==> src/hdl/fbpa_pkg.sv <==
// Shared types and codes for the fixed block pool allocator.
// No dependencies; imported by fbpa_store and fixed_block_pool_allocator_unit.
`default_nettype none

package fbpa_pkg;

    typedef enum logic [1:0] {
        CMD_ALLOC  = 2'd0,
        CMD_FREE   = 2'd1,
        CMD_REINIT = 2'd2,
        CMD_NOP    = 2'd3
    } cmd_t;

    localparam logic [1:0] STATUS_OK    = 2'd0;
    localparam logic [1:0] STATUS_EMPTY = 2'd1;
    localparam logic [1:0] STATUS_BAD   = 2'd2;

    localparam logic [8:0] POOL_COUNT_RESET = 9'd256;

    typedef enum logic [1:0] {
        STATE_IDLE = 2'b01,
        STATE_BUSY = 2'b10
    } state_t;

    // Control group from the sequencer to the block store.
    typedef struct packed {
        logic rd_en;
        logic wr_en;
        logic wr_mark;
    } mem_ctl_t;

endpackage

`default_nettype wire

==> src/hdl/fbpa_store.sv <==
// Block store: one synchronous memory holding the allocated mark and free link per block.
// Entries at or above the watermark read as their rebuilt value. Depends on fbpa_pkg.
`default_nettype none

module fbpa_store
    import fbpa_pkg::*;
#(
    parameter int NUM_BLOCKS = 256
)
(
    input  wire logic                                  clk,
    input  wire mem_ctl_t                              ctl,
    input  wire logic [$clog2(NUM_BLOCKS)-1:0]         rd_addr,
    input  wire logic [$clog2(NUM_BLOCKS)-1:0]         wr_addr,
    input  wire logic [$clog2(NUM_BLOCKS+1)-1:0]       wr_link,
    input  wire logic [$clog2(NUM_BLOCKS+1)-1:0]       watermark,
    output logic      [$clog2(NUM_BLOCKS+1)-1:0]       rd_link,
    output logic                                       rd_mark,
    output logic                                       rd_fresh
);

    localparam int IW = $clog2(NUM_BLOCKS);
    localparam int LW = $clog2(NUM_BLOCKS + 1);

    // Word layout: mark in the top bit, link below it.
    logic [LW:0]   mem [NUM_BLOCKS];
    logic [LW:0]   rdata_reg;
    logic [IW-1:0] addr_reg;
    logic          fresh_reg;

    always_ff @(posedge clk)
    begin
        if (ctl.wr_en)
        begin
            mem[wr_addr] <= {ctl.wr_mark, wr_link};
        end
        if (ctl.rd_en)
        begin
            rdata_reg <= mem[rd_addr];
            addr_reg  <= rd_addr;
            fresh_reg <= (LW'(rd_addr) >= watermark);
        end
    end

    // An entry not touched since the last rebuild links to its successor and is free.
    always_comb
    begin
        if (fresh_reg)
        begin
            rd_link = LW'(addr_reg) + LW'(1);
            rd_mark = 1'b0;
        end
        else
        begin
            rd_link = rdata_reg[LW-1:0];
            rd_mark = rdata_reg[LW];
        end
    end

    assign rd_fresh = fresh_reg;

endmodule

`default_nettype wire

==> src/hdl/fixed_block_pool_allocator_unit.sv <==
// An accepted request starts the block store read and moves to the busy state; the result
// and any write-back are registered as the busy state ends, which waits while an earlier
// result is untaken. Every command, reinit too, is done before the next is accepted.
// Reset is asynchronous, active low, and needs no clearing pass: a watermark marks the
// store as freshly built, so the block accepts a request as soon as reset is released.
// Depends on fbpa_pkg and fbpa_store.
`default_nettype none

module fixed_block_pool_allocator_unit
    import fbpa_pkg::*;
#(
    parameter int NUM_BLOCKS = 256
)
(
    input  wire logic       clk,
    input  wire logic       rst_n,
    input  wire logic       s_tvalid,
    output logic            s_tready,
    input  wire logic [7:0] s_tdata,    // [7:0] block_index
    input  wire logic [1:0] s_tuser,    // [1:0] cmd
    output logic            m_tvalid,
    input  wire logic       m_tready,
    output logic      [7:0] m_tdata,    // [7:0] granted_index
    output logic      [1:0] m_tuser,    // [1:0] status
    input  wire logic       cfg_we,
    input  wire logic [8:0] cfg_wdata
);

    localparam int IW = $clog2(NUM_BLOCKS);
    localparam int LW = $clog2(NUM_BLOCKS + 1);

    state_t        state_reg,  state_next;
    logic [IW-1:0] head_reg,   head_next;
    logic [LW-1:0] count_reg,  count_next;
    logic [LW-1:0] wm_reg,     wm_next;
    logic [8:0]    pool_count_reg;
    cmd_t          cmd_reg;
    logic [IW-1:0] op_addr_reg;
    logic          idx_bad_reg;
    logic          m_tvalid_reg;
    logic [1:0]    status_reg, status_next;
    logic [7:0]    granted_reg, granted_next;

    logic          accept;
    logic          finish;
    logic [IW+7:0] idx_wide;
    logic [IW-1:0] idx_addr;
    logic [IW+7:0] head_wide;
    logic [LW-1:0] build_count;
    logic [LW-1:0] reset_count;
    logic [IW-1:0] rd_addr;
    mem_ctl_t      ctl;
    logic [LW-1:0] wr_link;
    logic [LW-1:0] rd_link;
    logic          rd_mark;
    logic          rd_fresh;

    assign s_tready = (state_reg == STATE_IDLE);
    assign accept   = s_tvalid && s_tready;
    assign finish   = (state_reg == STATE_BUSY) && (!m_tvalid_reg || m_tready);

    assign idx_wide  = (IW + 8)'(s_tdata);
    assign idx_addr  = idx_wide[IW-1:0];
    assign head_wide = (IW + 8)'(head_reg);
    assign rd_addr   = (cmd_t'(s_tuser) == CMD_ALLOC) ? head_reg : idx_addr;

    assign build_count = (32'(pool_count_reg) > 32'(NUM_BLOCKS)) ? LW'(NUM_BLOCKS)
                                                                  : LW'(pool_count_reg);
    assign reset_count = (32'(POOL_COUNT_RESET) > 32'(NUM_BLOCKS)) ? LW'(NUM_BLOCKS)
                                                                    : LW'(POOL_COUNT_RESET);

    fbpa_store #(
        .NUM_BLOCKS (NUM_BLOCKS)
    ) u_store (
        .clk       (clk),
        .ctl       (ctl),
        .rd_addr   (rd_addr),
        .wr_addr   (op_addr_reg),
        .wr_link   (wr_link),
        .watermark (wm_reg),
        .rd_link   (rd_link),
        .rd_mark   (rd_mark),
        .rd_fresh  (rd_fresh)
    );

    always_comb
    begin
        state_next   = state_reg;
        head_next    = head_reg;
        count_next   = count_reg;
        wm_next      = wm_reg;
        status_next  = status_reg;
        granted_next = granted_reg;
        ctl.rd_en    = accept;
        ctl.wr_en    = 1'b0;
        ctl.wr_mark  = 1'b0;
        wr_link      = rd_link;

        if (accept)
        begin
            state_next = STATE_BUSY;
        end

        if (finish)
        begin
            state_next   = STATE_IDLE;
            status_next  = STATUS_OK;
            granted_next = 8'd0;
            unique case (cmd_reg)
                CMD_ALLOC:
                begin
                    if (count_reg == '0)
                    begin
                        status_next = STATUS_EMPTY;
                    end
                    else
                    begin
                        ctl.wr_en    = 1'b1;
                        ctl.wr_mark  = 1'b1;
                        wr_link      = rd_link;
                        granted_next = head_wide[7:0];
                        count_next   = count_reg - LW'(1);
                        // A link past the last block is never followed; guard it to zero.
                        head_next    = (rd_link < LW'(NUM_BLOCKS)) ? rd_link[IW-1:0] : '0;
                        if (rd_fresh)
                        begin
                            wm_next = wm_reg + LW'(1);
                        end
                    end
                end
                CMD_FREE:
                begin
                    if (idx_bad_reg || !rd_mark)
                    begin
                        status_next = STATUS_BAD;
                    end
                    else
                    begin
                        ctl.wr_en   = 1'b1;
                        ctl.wr_mark = 1'b0;
                        wr_link     = LW'(head_reg);
                        head_next   = op_addr_reg;
                        count_next  = count_reg + LW'(1);
                    end
                end
                CMD_REINIT:
                begin
                    head_next  = '0;
                    wm_next    = '0;
                    count_next = build_count;
                end
                CMD_NOP:
                begin
                end
                default:
                begin
                end
            endcase
        end
    end

    always_ff @(posedge clk or negedge rst_n)
    begin
        if (!rst_n)
        begin
            state_reg      <= STATE_IDLE;
            head_reg       <= '0;
            count_reg      <= reset_count;
            wm_reg         <= '0;
            pool_count_reg <= POOL_COUNT_RESET;
            m_tvalid_reg   <= 1'b0;
        end
        else
        begin
            state_reg <= state_next;
            head_reg  <= head_next;
            count_reg <= count_next;
            wm_reg    <= wm_next;
            if (cfg_we)
            begin
                pool_count_reg <= cfg_wdata;
            end
            if (finish)
            begin
                m_tvalid_reg <= 1'b1;
            end
            else if (m_tready)
            begin
                m_tvalid_reg <= 1'b0;
            end
        end
    end

    always_ff @(posedge clk)
    begin
        if (accept)
        begin
            cmd_reg     <= cmd_t'(s_tuser);
            op_addr_reg <= rd_addr;
            idx_bad_reg <= (32'(s_tdata) >= 32'(NUM_BLOCKS));
        end
        status_reg  <= status_next;
        granted_reg <= granted_next;
    end

    assign m_tvalid = m_tvalid_reg;
    assign m_tdata  = granted_reg;
    assign m_tuser  = status_reg;

endmodule

`default_nettype wire

==> config.mk <==
export PLATFORM = sky130hd
export DESIGN_NAME = fixed_block_pool_allocator_unit
export DESIGN_NICKNAME = d
export VERILOG_FILES = /design/src/hdl/fbpa_pkg.sv /design/src/hdl/fbpa_store.sv /design/src/hdl/fixed_block_pool_allocator_unit.sv
export SDC_FILE = /design/constraint.sdc
export NUM_CORES = 2
export LEC_CHECK = 0
export BUFFER_PORTS_ARGS = -buffer_cell sky130_fd_sc_hd__buf_2
export CAP_MARGIN = 5
export CORE_ASPECT_RATIO = 1.25
export CORE_MARGIN = 1
export CORE_UTILIZATION = 50
export CTS_BUF_LIST = sky130_fd_sc_hd__clkbuf_4 sky130_fd_sc_hd__clkbuf_8
export DETAILED_ROUTE_END_ITERATION = 10
export MAX_ROUTING_LAYER = met4
export PLACE_DENSITY_LB_ADDON = 0.2
export SLEW_MARGIN = 15
export SYNTH_ARGS = -nofsm -noshare
export SYNTH_HDL_FRONTEND = slang
export SYNTH_SLANG_ARGS = --single-unit
==> constraint.sdc <==
create_clock -name clk -period 16.2 [get_ports clk]
set_clock_uncertainty 0.2 [all_clocks]
set_input_delay 1.62 -clock clk [delete_from_list [all_inputs] [get_ports clk]]
set_output_delay 1.62 -clock clk [all_outputs]
set_load 0.02 [all_outputs]
==> run summary <==
======================================================================================
Run status .............................................................. finished, final reports clean
Total power after layout ................................................      15.6 mW
I/O pin count ...........................................................           36
Deepest level of the CTS H-tree .........................................            5
Leakage .................................................................      36.7 nW
Largest net degree at the start of global routing .......................          164
Flip-flop cell with the highest count after synthesis ...................     edfxtp_1
Most frequent cells after synthesis ..................................... edfxtp_1, nand2_1, nand3_1, nor2_1, mux4_2
Number of endpoints failing setup at the final stage ....................            0
Global placer's final weighted congestion ...............................        0.871
Largest fanout on the critical path .....................................          116
Worst hold slack ........................................................     0.277 ns
Post-synthesis to final-layout area growth ..............................        10.1%
Category of the critical setup timing path ..............................    in -> reg
Fraction of layout cells with a size suffix above 1 .....................        0.155
Number of optimization iterations in the first detailed-route pass ......            6
Global-route usage over all layers ......................................        0.274
Count of different cell masters after synthesis .........................           63
Hold-fix buffers at CTS .................................................            0
Critical path cell sequence ............................................. buf_2 -> or3b_2 -> and2_4 -> inv_8 -> buf_4 -> buf_4 -> mux2i_1 -> a32oi_1 -> a31oi_1 -> nand3_1 -> nor3_1 -> nor4_2
Post-detailed-route wirelength per cell .................................      28.8 um
First-pass GRT wire length ..............................................    401000 um
Synth Area in XOR/XNOR ..................................................      0.00102
Number of flip-flops in the largest register ............................         2560
Number of buffers added for setup after CTS .............................            0
Die X-Extent ............................................................       408 um
Fillers .................................................................        16100
Setup TNS ...............................................................         0 ns
Number of instances in the synthesized netlist ..........................         6496
Cell with the most instances after synthesis ............................     edfxtp_1
CP endpoint ............................................................. u_store.rdata_reg[8]
Crit share post-route ...................................................        0.370
Compound-Gate Fraction of Synth Area ....................................       0.0378
CTS-repair resized insts ................................................            0
R2R Path Start ..........................................................  head_reg[2]
Top cell by count, worst path ...........................................        buf_4
Cell area after synthesis ...............................................    0.103 mm2
Antenna viol nets, final ................................................            0
Worst slack at placement ................................................      9.13 ns
Register-to-Register Path Depth .........................................           11
Clock Latency Late Sink .................................................      1.12 ns
Peak Freq ...............................................................      167 MHz
Dominant combinational cell family by area after synthesis .............. simple AND/OR/NAND/NOR gates
GR Util met2 ............................................................        0.430
Vias in the first global route ..........................................        57400
Total wirelength of the detailed-routed design ..........................    280000 um
Clock slew at the register clock pins of the worst setup and hold paths .      0.06 ns
Warning count from the yosys run ........................................            0
Leftover overflow at the end of global routing ..........................            0
Global routing usage on met3 ............................................       0.0518
Floorplan core area .....................................................    0.205 mm2
Synthesized-area fraction occupied by adder cells .......................      0.00311
Mean cell area of the mapped netlist ....................................     15.9 um2
Max Cap Violations ......................................................            0
Row count ...............................................................          186
Maximum vdd drop ........................................................     0.103 mV
Synthesized netlist net count ...........................................         6545
Fin worst setup slack ...................................................     10.21 ns
Headroom to the max-slew limit ..........................................        0.181
Share of the synthesized area in the top cell type ......................        0.755
Vert. Die Dim ...........................................................       510 um
Met1 global-route usage .................................................        0.360
Kind of start point of the critical path ................................    input pin
Simple-Gate Fraction of Synth Area ......................................       0.0984
Nature of the critical path endpoint ....................................    flip-flop
CTS sink cnt ............................................................         2629
Multi-input gate area ...................................................   0.0225 mm2
Async set-or-reset flop fraction in the synthesized netlist .............       0.0145
Count of endpoints failing hold in the final timing report ..............            0
Setup repair after global routing missed its margin .....................           no
FF/Latch Area ...........................................................   0.0788 mm2
Via density per instance ................................................         6.11
Detailed placement HPWL .................................................    160000 um
Initial antenna violation count .........................................           16
Clock Root Buffer .......................................................     clkbuf_8
Hold Path Class .........................................................   reg -> reg
Slack of the worst reg-to-reg path ......................................     10.38 ns
# port buffers ..........................................................           35
Count of routing violations after the opening detailed-route iteration ..         7029
Buffers from clock root to sink, at most ................................            4
Final number of max-transition violations ...............................            0
Launching instance or port of the critical path .........................   s_tuser[1]
Register area share after synthesis .....................................        0.764
Leading cell types by total area after synthesis ........................ edfxtp_1, mux4_2, nand2_1
Number of flops mapped to enable cells by yosys .........................         2591
Power per cell area .....................................................   137 mW/mm2
Portion of netlist area occupied by mux cells ...........................       0.0740
Total clock buffers created by CTS ......................................          400
Drt drc .................................................................            0
Biggest area consumer among synthesized cells ...........................     edfxtp_1
Overall via count from detail_route .....................................        59300
Minimum clock period after layout .......................................      5.99 ns
Die area ................................................................    0.208 mm2
Transition time of the tightest slew-check pin ..........................      1.22 ns
Flop and latch count out of synthesis ...................................         2629
Net count of the finished layout ........................................         6718
CTS tree ................................................................        built
Arrival time at the worst endpoint ......................................      6.61 ns
Data required time of the critical path .................................     16.82 ns
Largest stage delay on the critical path ................................      0.78 ns
Initial cell density of the core ........................................        0.502
R2R Path End ............................................................ u_store.rdata_reg[8]
Highest-utilization routing layer at the global route stage .............         met2
Crit path max-delay cell type ...........................................       nor3_1
======================================================================================
-- cell families (layout without fill, tap and decap cells) --
kind of cell / Yosys count / count (layout)
other: 0 / 17
AOI/OAI and AO/OA: 599 / 599
adders and majority gates: 25 / 25
xor gates and xnor gates: 12 / 12
and+or+nand+nor: 2355 / 2355
muxes: 453 / 453
buffers and inverters: 423 / 896
DFF: 2629 / 2629
-- cells in the final DEF, fill, tap and decap left out, types with 79 or more instances in the layout --
cell type / count
clkbuf_8: 405
clkinv_1: 118
nand3_1: 476
nand4_1: 159
edfxtp_1: 2591
clkbuf_4: 103
mux4_2: 229
o22ai_1: 87
a22oi_1: 101
a31oi_1: 198
nor2_1: 286
o21ai_0: 79
mux2i_1: 191
nand2_1: 1287
buf_4: 124
-- stage by stage --
stage / std cells / util / instance area [um2]
after floorplan: 6496 / - / 103000
after global placement: 8990 / 0.516 / 106000
after detailed placement: 8992 / 0.516 / 106000
after CTS: 9694 / 0.552 / 113000
after global routing: 9708 / 0.553 / 113000
final: 9712 / 0.553 / 113000
-- report_power, final --
group          switching, mW  leakage (nW)  total [mW]  internal (mW)
combinational           1.70          8.77        2.27          0.565
sequential            0.0655          24.0        8.10           8.04
clock                   2.52          3.90        5.19           2.67
-- critical path, delay by kind of cell --
family | cells | cell delay [ns]
compound gates | 2 | 0.43
buf+inv | 4 | 2.26
mux | 1 | 0.26
simple gates | 5 | 1.75
-- worst min path at each step --
| stage | startpoint | to | slack [ns] | cells after the start |
|---|---|---|---|---|
| finish | count_reg[8] | count_reg[8] | 0.28 | 2 |
| global route | count_reg[8] | count_reg[8] | 0.28 | 2 |
| CTS | count_reg[8] | count_reg[8] | 0.27 | 2 |
| detailed placement | count_reg[8] | count_reg[8] | 0.27 | 2 |
| global placement | count_reg[8] | count_reg[8] | 0.26 | 2 |
| floorplan | wm_reg[4] | wm_reg[4] | 0.25 | 1 |
-- final cells by class --
| type | instances | area share |
|---|---|---|
| Clock buffer | 508 | 0.0559 |
| Multi-Input combinational cell | 3444 | 0.198 |
| Inverter | 28 | 0.00122 |
| Timing Repair Buffer | 166 | 0.0110 |
| Clock inverter | 194 | 0.00919 |
| Antenna cell | 17 | 0.000375 |
| Sequential cell | 2629 | 0.694 |
| Tap cell | 2726 | 0.0301 |
-- per-layer routing --
metal / routed length [um] / vias up
li1: - / 25400
met1: 111000 / 30500
met2: 135000 / 2857
met3: 23100 / 555
met4: 10800 / 0
met5: 0 / -
(Power assumes the default switching activity.)
